### config.mk
export PLATFORM = sky130hd
export DESIGN_NAME = srdz_div
export DESIGN_NICKNAME = d
export VERILOG_FILES = /design/src/rtl/core/srdz_div.sv
export SDC_FILE = /design/constraint.sdc
export NUM_CORES = 1
export LEC_CHECK = 0
export BUFFER_PORTS_ARGS = -buffer_cell sky130_fd_sc_hd__clkbuf_2
export CORE_MARGIN = 2
export CORE_UTILIZATION = 53
export CTS_CLUSTER_DIAMETER = 80
export DETAILED_ROUTE_END_ITERATION = 12
export GPL_TIMING_DRIVEN = 1
export PLACE_DENSITY = 0.69
export SLEW_MARGIN = 10
export SYNTH_ARGS = -nofsm -noshare
export SYNTH_HDL_FRONTEND = slang
export SYNTH_SLANG_ARGS = --single-unit
### constraint.sdc
create_clock -name clk_i -period 3.95 [get_ports clk_i]
set_input_delay 0.79 -clock clk_i [delete_from_list [all_inputs] [get_ports clk_i]]
set_output_delay 0.79 -clock clk_i [all_outputs]
set_load 0.02 [all_outputs]
### src/rtl/core/srdz_div.sv
// pipelined restoring divider, one quotient bit per stage
// depends on nothing but its parameters
module srdz_div #(
  parameter int NUM_W  = 29,
  parameter int DEN_W  = 15,
  parameter int QUO_W  = 15,
  parameter int SIDE_W = 1
) (
  input  logic              clk_i,
  input  logic              rst_ni,
  input  logic              adv_i,
  input  logic              vld_i,
  input  logic [NUM_W-1:0]  num_i,
  input  logic [DEN_W-1:0]  den_i,
  input  logic [SIDE_W-1:0] side_i,
  output logic              vld_o,
  output logic [QUO_W-1:0]  quo_o,
  output logic [SIDE_W-1:0] side_o
);

  localparam int TW = (NUM_W > DEN_W + QUO_W) ? NUM_W : DEN_W + QUO_W;

  logic              vld_q  [QUO_W];
  logic [NUM_W-1:0]  rem_q  [QUO_W];
  logic [QUO_W-1:0]  quo_q  [QUO_W];
  logic [DEN_W-1:0]  den_q  [QUO_W];
  logic [SIDE_W-1:0] side_q [QUO_W];

  for (genvar i = 0; i < QUO_W; i++) begin : g_stage
    localparam int K = QUO_W - 1 - i;
    logic              vld_in;
    logic [NUM_W-1:0]  rem_in;
    logic [QUO_W-1:0]  quo_in;
    logic [DEN_W-1:0]  den_in;
    logic [SIDE_W-1:0] side_in;
    logic [TW-1:0]     shifted;
    logic              fits;

    if (i == 0) begin : g_first
      assign vld_in  = vld_i;
      assign rem_in  = num_i;
      assign quo_in  = '0;
      assign den_in  = den_i;
      assign side_in = side_i;
    end else begin : g_next
      assign vld_in  = vld_q[i-1];
      assign rem_in  = rem_q[i-1];
      assign quo_in  = quo_q[i-1];
      assign den_in  = den_q[i-1];
      assign side_in = side_q[i-1];
    end

    // trial subtract of the shifted divisor
    assign shifted = TW'(den_in) << K;
    assign fits    = TW'(rem_in) >= shifted;

    always_ff @(posedge clk_i or negedge rst_ni) begin
      if (!rst_ni) begin
        vld_q[i] <= 1'b0;
      end else if (adv_i) begin
        vld_q[i] <= vld_in;
      end
    end

    always_ff @(posedge clk_i) begin
      if (adv_i) begin
        rem_q[i]  <= fits ? NUM_W'(TW'(rem_in) - shifted) : rem_in;
        quo_q[i]  <= fits ? (quo_in | (QUO_W'(1) << K)) : quo_in;
        den_q[i]  <= den_in;
        side_q[i] <= side_in;
      end
    end
  end

  assign vld_o  = vld_q[QUO_W-1];
  assign quo_o  = quo_q[QUO_W-1];
  assign side_o = side_q[QUO_W-1];

endmodule

# Word-level counts from Yosys, hierarchy flattened
# Memory sizes are Yosys's and may differ from the RTL's.
# Cells that the tools add are included.
# word_totals
regBits	15
ramBits	900
in_bits	49
output_inout_bits	17
wordCells	81
memories	4
# classes
add_sub_neg	15
magnitude_cmp	15
muxes	32
# mem_list
name	words	width	rd	rd_clocked_by_memory_dff	wr	line_no	rtl
rem_q	15	29	14	0	15	24	logic [NUM_W-1:0] rem_q [QUO_W];
den_q	15	15	14	0	15	26	logic [DEN_W-1:0] den_q [QUO_W];
quo_q	15	15	15	0	15	25	logic [QUO_W-1:0] quo_q [QUO_W];
side_q	15	1	15	0	15	27	logic [SIDE_W-1:0] side_q [QUO_W];
# op_table
cell	n
29-bit 2-to-1 mux	15
29-bit by 15-bit >= comparator with 1-bit output	1
29-bit by 16-bit >= comparator with 1-bit output	1
29-bit by 17-bit >= comparator with 1-bit output	1
29-bit by 18-bit >= comparator with 1-bit output	1
29-bit by 19-bit >= comparator with 1-bit output	1
29-bit by 20-bit >= comparator with 1-bit output	1
29-bit by 21-bit >= comparator with 1-bit output	1
29-bit by 22-bit >= comparator with 1-bit output	1
29-bit by 23-bit >= comparator with 1-bit output	1
29-bit by 24-bit >= comparator with 1-bit output	1
29-bit by 25-bit >= comparator with 1-bit output	1
29-bit by 26-bit >= comparator with 1-bit output	1
29-bit by 27-bit >= comparator with 1-bit output	1
29-bit by 28-bit >= comparator with 1-bit output	1
29-bit >= comparator	1
29-bit by 15-bit subtractor with 29-bit output	1
29-bit by 16-bit subtractor with 29-bit output	1
29-bit by 17-bit subtractor with 29-bit output	1
29-bit by 18-bit subtractor with 29-bit output	1
29-bit by 19-bit subtractor with 29-bit output	1
29-bit by 20-bit subtractor with 29-bit output	1
29-bit by 21-bit subtractor with 29-bit output	1
29-bit by 22-bit subtractor with 29-bit output	1
22 further kinds	24

# Longest topological paths before layout
# An unclocked memory read counts as a cell.
# depth
depth_word	3
mapped_depth	13
depth_no_buf	12

# Worst setup path after synthesis
# No wires, ideal clock.
# synth_timing
path_kind	input to register
startpoint	input den_i[1]
endpoint	memory rem_q[0][26] (data pin)
setup_ps	269
arrival_ps	2898
required_ps	3681
setup_slack_ps	782
stages	10
n_path_buf	1
cell_sequence	inv_1 ha_1 nor2b_1 o31a_1 o31a_1 o41ai_2 a21oi_1 a211oi_1 clkbuf_1 o21ai_0
# synth_rtl
element	line_no	rtl
from (decl)	14	input logic [DEN_W-1:0] den_i,
to (decl)	24	

==> run_summary.xml <==
<?xml version="1.0" encoding="UTF-8"?>
<metrics>
  <group name="floorplanning">
    <metric name="die_w" unit="um">273</metric>
    <metric name="die-area" unit="sq um">74700</metric>
    <metric name="std_cell_rows" unit="">98</metric>
    <metric name="initial_core_utilization" unit="%">53.7</metric>
    <metric name="fp.dieH" unit="um">273</metric>
    <metric name="floorplan.core_area" unit="sq um">71600</metric>
    <metric name="io-pin-count" unit="">66</metric>
  </group>
  <group name="cts">
    <metric name="depth_of_the_cts_h_tree" unit="">3</metric>
    <metric name="cts_setup_buffers" unit="">0</metric>
    <metric name="cts_root_buf" unit="">clkbuf_16</metric>
    <metric name="clock_tree_from_tritoncts" unit="">done</metric>
    <metric name="clock_latency" unit="ns">0.64</metric>
    <metric name="cts.hold.buffers_added" unit="">0</metric>
    <metric name="cts_sink_count" unit="">766</metric>
    <metric name="cts_buffer_depth" unit="">3</metric>
    <metric name="clkTransAtPathRegs" unit="ns">0.06</metric>
    <metric name="cts_buffers" unit="">82</metric>
  </group>
  <group name="timing">
    <metric name="skew" unit="ns">0.0363</metric>
    <metric name="worst-slew-pin-transition" unit="ns">1.07</metric>
    <metric name="fin_crit_sh" unit="%">92.0</metric>
    <metric name="layout_setup_ws" unit="ns">0.316</metric>
    <metric name="setup-violations-final" unit="">0</metric>
    <metric name="final.setup.tns" unit="ns">0</metric>
    <metric name="fin_crit" unit="ns">3.63</metric>
    <metric name="hold_viol" unit="">0</metric>
    <metric name="unrepaired_setup_endpoints_after_global_routing" unit="">no</metric>
    <metric name="fin_worst_hold_slack" unit="ns">0.0785</metric>
    <metric name="max_freq" unit="MHz">275</metric>
    <metric name="timing_max_transition_violations_final" unit="">0</metric>
    <metric name="worst_slew_margin_rel" unit="%">28.4</metric>
  </group>
  <group name="synthesis">
    <metric name="syn_nets" unit="">3432</metric>
    <metric name="number_of_synthesized_flops_with_an_enable_pin" unit="">751</metric>
    <metric name="synthDominantAreaCellType" unit="">edfxtp_1</metric>
    <metric name="synth_area_leaders" unit="">edfxtp_1 59%, ha_1 7.3%, xnor2_1 3.0%, inv_1 2.9%, a21oi_1 2.8%</metric>
    <metric name="yosysWarnings" unit="">0</metric>
    <metric name="synth_seq_area_share" unit="%">59.6</metric>
    <metric name="synthesis.area" unit="sq um">38400</metric>
    <metric name="synth_top_cells_by_count" unit="">751 x edfxtp_1, 295 x inv_1, 233 x nor2_1</metric>
    <metric name="async_flop_share" unit="%">1.96</metric>
    <metric name="syn-instance-count" unit="">3144</metric>
    <metric name="synth_top_flop_cell" unit="">edfxtp_1</metric>
    <metric name="mapped_avg_cell_area" unit="sq um">12.2</metric>
    <metric name="synthMostInstantiatedCell" unit="">edfxtp_1</metric>
    <metric name="ys_types" unit="">87</metric>
    <metric name="ys_seq_elements" unit="">766</metric>
    <metric name="yosys.area.top_type_share" unit="%">58.7</metric>
  </group>
  <group name="power">
    <metric name="power_density" unit="nW/um^2">678</metric>
    <metric name="vdd_ir_drop_max" unit="uV">353</metric>
    <metric name="power.total" unit="mW">29.0</metric>
    <metric name="static_leakage" unit="nW">16.5</metric>
  </group>
  <group name="drt">
    <metric name="ant_nets" unit="">0</metric>
    <metric name="wl_per_cell" unit="um">18.6</metric>
    <metric name="drc" unit="">0</metric>
    <metric name="drt_wl_total" unit="um">80100</metric>
    <metric name="drt-vias-per-instance" unit="">5.73</metric>
    <metric name="detail_route.first_pass.iterations" unit="">6</metric>
    <metric name="drt-initial-drc-count" unit="">2197</metric>
    <metric name="route.vias.total" unit="">24700</metric>
  </group>
  <group name="place">
    <metric name="postPlaceCellArea" unit="sq um">40300</metric>
    <metric name="port_buffers" unit="">65</metric>
    <metric name="post-dp-hpwl" unit="um">59100</metric>
    <metric name="post-place-ws" unit="ns">0.358</metric>
    <metric name="routabilityCongestion" unit="">0.951</metric>
    <metric name="place.detailed.instances" unit="">4155</metric>
  </group>
  <group name="min_path">
    <metric name="timing.hold.worst.class" unit="">input port to asynchronous set/reset pin</metric>
  </group>
  <group name="finish">
    <metric name="syn_to_final_growth" unit="%">11.4</metric>
    <metric name="final-instance-count-excl-fill" unit="">4301</metric>
    <metric name="layout.nets" unit="">3577</metric>
    <metric name="fillCellCount" unit="">5648</metric>
    <metric name="design_area" unit="sq um">42800</metric>
    <metric name="post_route_utilization" unit="%">59.8</metric>
    <metric name="final_layout_size_suffix_gt1_share" unit="%">9.91</metric>
    <metric name="insertedDiodeCount" unit="">0</metric>
  </group>
  <group name="worst_setup_path">
    <metric name="crit_end_category" unit="">flip-flop</metric>
    <metric name="cp.required" unit="ns">4.32</metric>
    <metric name="critical_path.max_fanout" unit="">27</metric>
    <metric name="startpoint_type" unit="">flip-flop</metric>
    <metric name="worstSetupPathType" unit="">flip-flop to flip-flop</metric>
    <metric name="arrival" unit="ns">4.00</metric>
  </group>
  <group name="global_routing">
    <metric name="globalRouteOverflowTotal" unit="">0</metric>
    <metric name="number_of_antenna_violations_at_the_first_check_in_global_routing" unit="">1</metric>
    <metric name="track_usage" unit="%">21.8</metric>
    <metric name="grt_pass1_wl" unit="um">130000</metric>
    <metric name="first_global_vias" unit="">24400</metric>
    <metric name="grt_max_degree" unit="">119</metric>
  </group>
  <group name="status">
    <metric name="run_status" unit="">complete, no violations</metric>
  </group>
  <group name="run">
    <metric name="number_of_max_cap_violations" unit="">0</metric>
  </group>
</metrics>
## layout make-up
cell class | count | area (sq um) | area share (%)
multi-input cells | 2028 | 14200 | 33.2
clock inverters | 52 | 414 | 0.967
clock buffers | 94 | 2100 | 4.90
repair buffers | 115 | 861 | 2.01
well taps | 950 | 1190 | 2.78
flip-flops and latches | 766 | 22900 | 53.5
inverters | 296 | 1110 | 2.59
## metal layers
layer,track usage (%),wire (um)
met1,30.7,36600
met2,34.9,36900
met3,3.04,4440
met4,7.51,2200
met5,0,0
## repair_timing
item                                    CTS  global route
endpoints found under the setup margin    0             1
endpoints found under the hold margin     0             0
resized for setup                         0             1
## report_power, final
group / switching [mW] / total [mW] / internal, mW
Combinational: 5.37 / 9.43 / 4.06
Sequential: 1.17 / 12.4 / 11.2
Clock: 3.11 / 7.20 / 4.09
## layout by cell type, fill, tap and decap left out, types with 35 or more instances in the layout
cell type  count
mux2_2        53
o21ai_0      163
clkbuf_16     82
nor2_1       233
nand4_1       42
nor4_1        35
nand2_1      184
inv_1        295
xnor2_1      133
xor2_1       103
o21a_1        49
a21oi_1      216
nand3_1       51
buf_4         38
ha_1         225
edfxtp_1     751
clkbuf_2      64
nand2b_1      37
a21o_1        65
nor3_1        75
## logic make-up (layout without fill, tap and decap cells)
kind of cell | Yosys count | in the layout | share of synthesized area [%]
flops | 766 | 766 | 59.6
compound gates | 687 | 687 | 11.2
xor+xnor | 236 | 236 | 5.38
fa+ha+maj | 239 | 239 | 8.05
buf+inv | 350 | 557 | 3.51
mux | 55 | 55 | 1.60
simple gates | 811 | 811 | 10.6
## registers in the layout, summed over array words and instances (netlist names)
name / flops
den_q: 210
g_stage.vld_in: 14
quo_q: 120
rem_q: 406
side_q: 15
vld_o: 1
## worst max-delay path, stage by stage (launching register included)
cell	delay, ns
edfxtp_1	0.39
ha_1	0.21
inv_1	0.07
fa_1	0.21
a21oi_1	0.11
o21bai_1	0.31
a211oi_1	0.17
a21bo_2	0.27
o21bai_2	0.85
nor2b_1	0.42
nand4_1	0.18
xnor2_1	0.17
## worst paths after layout
kind                                   startpoint                        endpoint  slack (ns)  cells after the start
hold reg to reg            quo_q[1][78]$_DFFE_PP_          quo_q[1][93]$_DFFE_PP_        0.41                      0
max in group asynchronous                  rst_ni  g_stage[12].vld_in$_DFFE_PN0P_        3.60                      1
setup reg to reg           den_q[1][60]$_DFFE_PP_         rem_q[1][172]$_DFFE_PP_        0.32                     11
min in group clk_i                         side_i          side_q[0][0]$_DFFE_PP_        0.34                      1
hold / removal                             rst_ni  g_stage[10].vld_in$_DFFE_PN0P_        0.08                      1
setup / recovery           den_q[1][60]$_DFFE_PP_         rem_q[1][172]$_DFFE_PP_        0.32                     11
No activity file was read; power rests on OpenSTA's default activity.
